`src/sv/pwir_ram.sv`:
```
// generic single-port-write ram with registered read
module pwir_ram #(
    parameter int WIDTH = 8,
    parameter int DEPTH = 8
) (
    input  logic                                  clk,
    input  logic                                  we,
    input  logic [(DEPTH > 1 ? $clog2(DEPTH) : 1)-1:0] waddr,
    input  logic [WIDTH-1:0]                      wdata,
    input  logic [(DEPTH > 1 ? $clog2(DEPTH) : 1)-1:0] raddr,
    output logic [WIDTH-1:0]                      rdata
);
    logic [WIDTH-1:0] mem [DEPTH];

    always_ff @(posedge clk)
    begin
        if (we)
        begin
            mem[waddr] <= wdata;
        end
        rdata <= mem[raddr];
    end
endmodule

```
`config.mk`:
```
export PLATFORM = sky130hd
export DESIGN_NAME = pwir_ram
export DESIGN_NICKNAME = d
export VERILOG_FILES = /design/src/sv/pwir_ram.sv
export SDC_FILE = /design/constraint.sdc
export NUM_CORES = 1
export LEC_CHECK = 0
export ABC_AREA = 1
export BUFFER_PORTS_ARGS = -buffer_cell sky130_fd_sc_hd__buf_2
export CORE_MARGIN = 2
export CORE_UTILIZATION = 48
export DETAILED_ROUTE_END_ITERATION = 12
export GPL_TIMING_DRIVEN = 0
export PLACE_DENSITY = 0.78
export REMOVE_ABC_BUFFERS = 1
export SETUP_SLACK_MARGIN = 0.3
export SYNTH_ARGS = -nofsm -noshare
export SYNTH_HDL_FRONTEND = slang
export SYNTH_SLANG_ARGS = --single-unit
```
`constraint.sdc`:
```
create_clock -name clk -period 2.3 [get_ports clk]
set_input_delay 0.46 -clock clk [delete_from_list [all_inputs] [get_ports clk]]
set_output_delay 0.46 -clock clk [all_outputs]
set_load 0.01 [all_outputs]
```
== After elaboration in Yosys (flattened, before gate mapping) ==
Memories as Yosys holds them, arrays and structs flattened. A register that Yosys moved wholly into a read port is not among the register bits.
Index checks and enable logic that the tools add are counted.
Cells by class
  muxes and demuxes: 2
Operator list (number)
  two-way mux 1 bit: 2
Storage, ports and cells
  memory bits (writable): 64
  logic and storage cells: 3
  output and inout bits: 8
  flip-flop bits (word level): 0
  memories kept: 1
Memories
  mem: words 8, bits a word 8, read ports 1, clocked after Yosys merged registers in 1, write ports 1, RTL line 13  | logic [WIDTH-1:0] mem [DEPTH];

== Longest topological paths before layout ==
  word-level depth: 2
  mapped depth: 8
  gate-level depth less buffers: 6

== Least setup slack after synthesis ==
No wires, ideal clock.
  path type: input -> register
  start: input port waddr[0] (netlist bit)
  end: memory mem[0][0], enable pin
  slack: 965 ps
  stages on the path: 3
  arrival time: 965 ps
  required time: 1930 ps
  path buffers: 0
  setup time: 370 ps
  path through: inv_1 nand2_1 nor2_1
RTL lines
  start, declared: RTL line 8  | input logic [(DEPTH > 1 ? $clog2(DEPTH) : 1)-1:0] waddr,
  end, declared: RTL line 13
Straight into the memory's write port.

== Worst setup path after layout ==
  start: input port waddr[0] (netlist bit)
  end: memory mem[6][7], enable pin
Straight into the memory's write port.

==> metrics.md <==
| Metric | Value |
|---|---|
| H-tree levels | `3` |
| Initial DRC Count | `180` |
| Die Y | `83.7 um` |
| Hold_ws | `0.384 ns` |
| Num CTS Buffers | `9` |
| Rel. slew slack | `0.363` |
| Synth Cell Area | `3050 sq um` |
| FFs w/ async S/R, synth | `0` |
| RR Endpoint | `rdata[2]` |
| CP Depth | `4` |
| Pwr/cell area | `803 nW/um^2` |
| Worst-margin pin slew | `0.952 ns` |
| Post-DRT Antenna Nets | `0` |
| Power Total | `2.71 mW` |
| Setup crit end kind | `register` |
| Crit path capture | `mem[6][7]` |
| Diode count | `0` |
| CP Launch Type | `primary input` |
| Number of global-route vias before repair | `1867` |
| Flop-to-flop setup slack | `1.40 ns` |
| Most frequent cell after synthesis | `nand2_1` |
| Mapped Cells | `303` |
| Clock Tree Buf Depth | `2` |
| Tightest Hold Check Type | `primary input to register` |
| Area added between synthesis and finish | `10.6%` |
| GR Util All Layers | `0.169` |
| Layout cells sized above 1 | `0.118` |
| Slew Viols, Final | `0` |
| Vias per cell | `4.66` |
| Final setup fails | `0` |
| Final hold viol count | `0` |
| Setup_tns | `0 ns` |
| DRC viols | `0` |
| Synthesized flop and latch total | `72` |
| Initial antenna violation count | `0` |
| CTS tree | `built` |
| Clock Pin Slew Worst Setup and Hold Paths | `0.07 ns` |
| Synth top cells by count | `nand2_1, inv_1, edfxtp_1` |
| Worst-path maximum fanout | `8` |
| Post-DP HPWL | `3200 um` |
| Setup Buffers After CTS | `0` |
| Clk sinks | `72` |
| Synth Warn # | `0` |
| Crit Path Category | `primary input to register` |
| Crit-path leading delay family | `simple AND/OR/NAND/NOR gates` |
| Routed length per instance | `13.3 um` |
| Worst endpoint data arrival time | `1.44 ns` |
| Initial Util | `0.489` |
| Worst Setup SP | `waddr[0]` |
| Outcome | `finished clean` |
| Syn Area/Cell | `10.1 sq um` |
| Rows | `29` |
| Top Ports | `24` |
| R2R cell count | `6` |
| Ranking of synthesized cells by area | `edfxtp_1, nand2_1, inv_1` |
| VDD IR-drop max | `0.396 mV` |
| Fill cells | `534` |
| Leakage power | `1.58 nW` |
| Via Count | `1901` |
| Core ar. | `6240 sq um` |
| Post-CTS Hold Fix Bufs | `0` |
| Post-CTS sizing | `0` |
| Share of the synthesized area in the top cell type | `0.630` |
| CP max stage cell | `nor2_1` |
| Final wirelength | `5410 um` |
| Port-buffer cells | `23` |
| Max Freq | `679 MHz` |
| Final layout net count | `342` |
| CP bufs+invs | `2` |
| R2r startpoint | `mem[5][2]` |
| RSZ-0062 raised after global routing | `no` |
| Root Driver | `clkbuf_8` |
| Die width | `83.7 um` |
| Largest net degree at the start of global routing | `34` |
| Place WS | `0.457 ns` |
| Min Clock Period, post-route | `1.47 ns` |
| Post-synth EDFFs | `64` |
| Area of the multi-input gates | `603 sq um` |
| Netlist cell types | `11` |
| Max Clock Skew | `0.00381 ns` |
| Max Cap Viol | `0` |
| Grt ovf | `0` |
| Synth Flop Type | `edfxtp_1` |
| Register area | `2080 sq um` |
| Worst path cell trace | `buf_2 > inv_1 > nand2_1 > nor2_1` |
| Die ar. | `7010 sq um` |
| WP data required | `2.26 ns` |
| Sequential area share after synthesis | `0.683` |
| Setup ws final | `0.826 ns` |
| First-pass GRT wire length | `8830 um` |
| DRT Pass-1 Iters | `4` |
| Critical hold path startpoint | `wdata[0]` |
| Cell taking the most area after synthesis | `edfxtp_1` |
| Slowest stage delay, CP | `0.74 ns` |
| GPL Wtd Cong | `0.735` |
| Period utilization | `0.641` |
| Clock latency on the worst-skew pair | `0.34 ns` |
-- stage by stage --
step / utilization / instance area, sq um / instances
6_report: 0.540 / 3370 / 408
5_1_grt: 0.540 / 3370 / 408
4_1_cts: 0.540 / 3370 / 408
3_5_place_dp: 0.507 / 3160 / 392
3_3_place_gp: 0.507 / 3160 / 392
2_1_floorplan: - / 2950 / 292
-- placed cells by master (no fill, tap or decap) --
cell / synthesis / final
clkbuf_1: 0 / 1
clkinv_1: 0 / 1
clkinvlp_4: 0 / 2
nand2_1: 110 / 110
bufinv_16: 0 / 2
inv_4: 1 / 1
edfxtp_1: 64 / 64
buf_2: 2 / 23
dfxtp_1: 8 / 8
inv_2: 1 / 1
nand3_1: 32 / 32
clkbuf_8: 0 / 9
inv_1: 68 / 68
nor2_1: 8 / 8
clkinv_2: 0 / 1
-- power breakdown --
group | internal [mW] | total, mW | switching [mW]
sequential | 1.48 | 1.49 | 0.0109
combinational | 0.0558 | 0.178 | 0.123
clock | 0.605 | 1.04 | 0.438
-- cell type report --
class,instances,share of cell area
Tap cell,77,0.0286
Inverter,70,0.0786
Clock buffer,10,0.0378
Multi-Input combinational cell,150,0.179
Clock inverter,6,0.0249
Timing Repair Buffer,23,0.0341
Sequential cell,72,0.617
-- cells by family (layout without fill, tap and decap cells) --
group,count (synthesis),in the layout,share of synthesized area
simple gates,150,150,0.198
buf+inv,81,109,0.120
flops,72,72,0.683
-- routing by layer --
metal / up-vias / wire [um] / global-route usage
li1: 977 / - / -
met1: 863 / 2370 / 0.202
met2: 49 / 2620 / 0.287
met3: 12 / 335 / 0.0514
met4: 0 / 85 / 0.0660
met5: - / 0 / 0
-- flip-flops by register name, indices dropped and copies added, names as in the netlist --
register,flops
rdata,8
mem,64
-- how the worst min path moves through the flow --
stage | to | cells past startpoint
floorplan | mem[0][0] | 0
global placement | rdata[6] | 6
detailed placement | rdata[6] | 6
CTS | mem[1][0] | 1
global route | mem[5][5] | 1
finish | mem[1][0] | 1
Power figures use the tool's default switching activity.
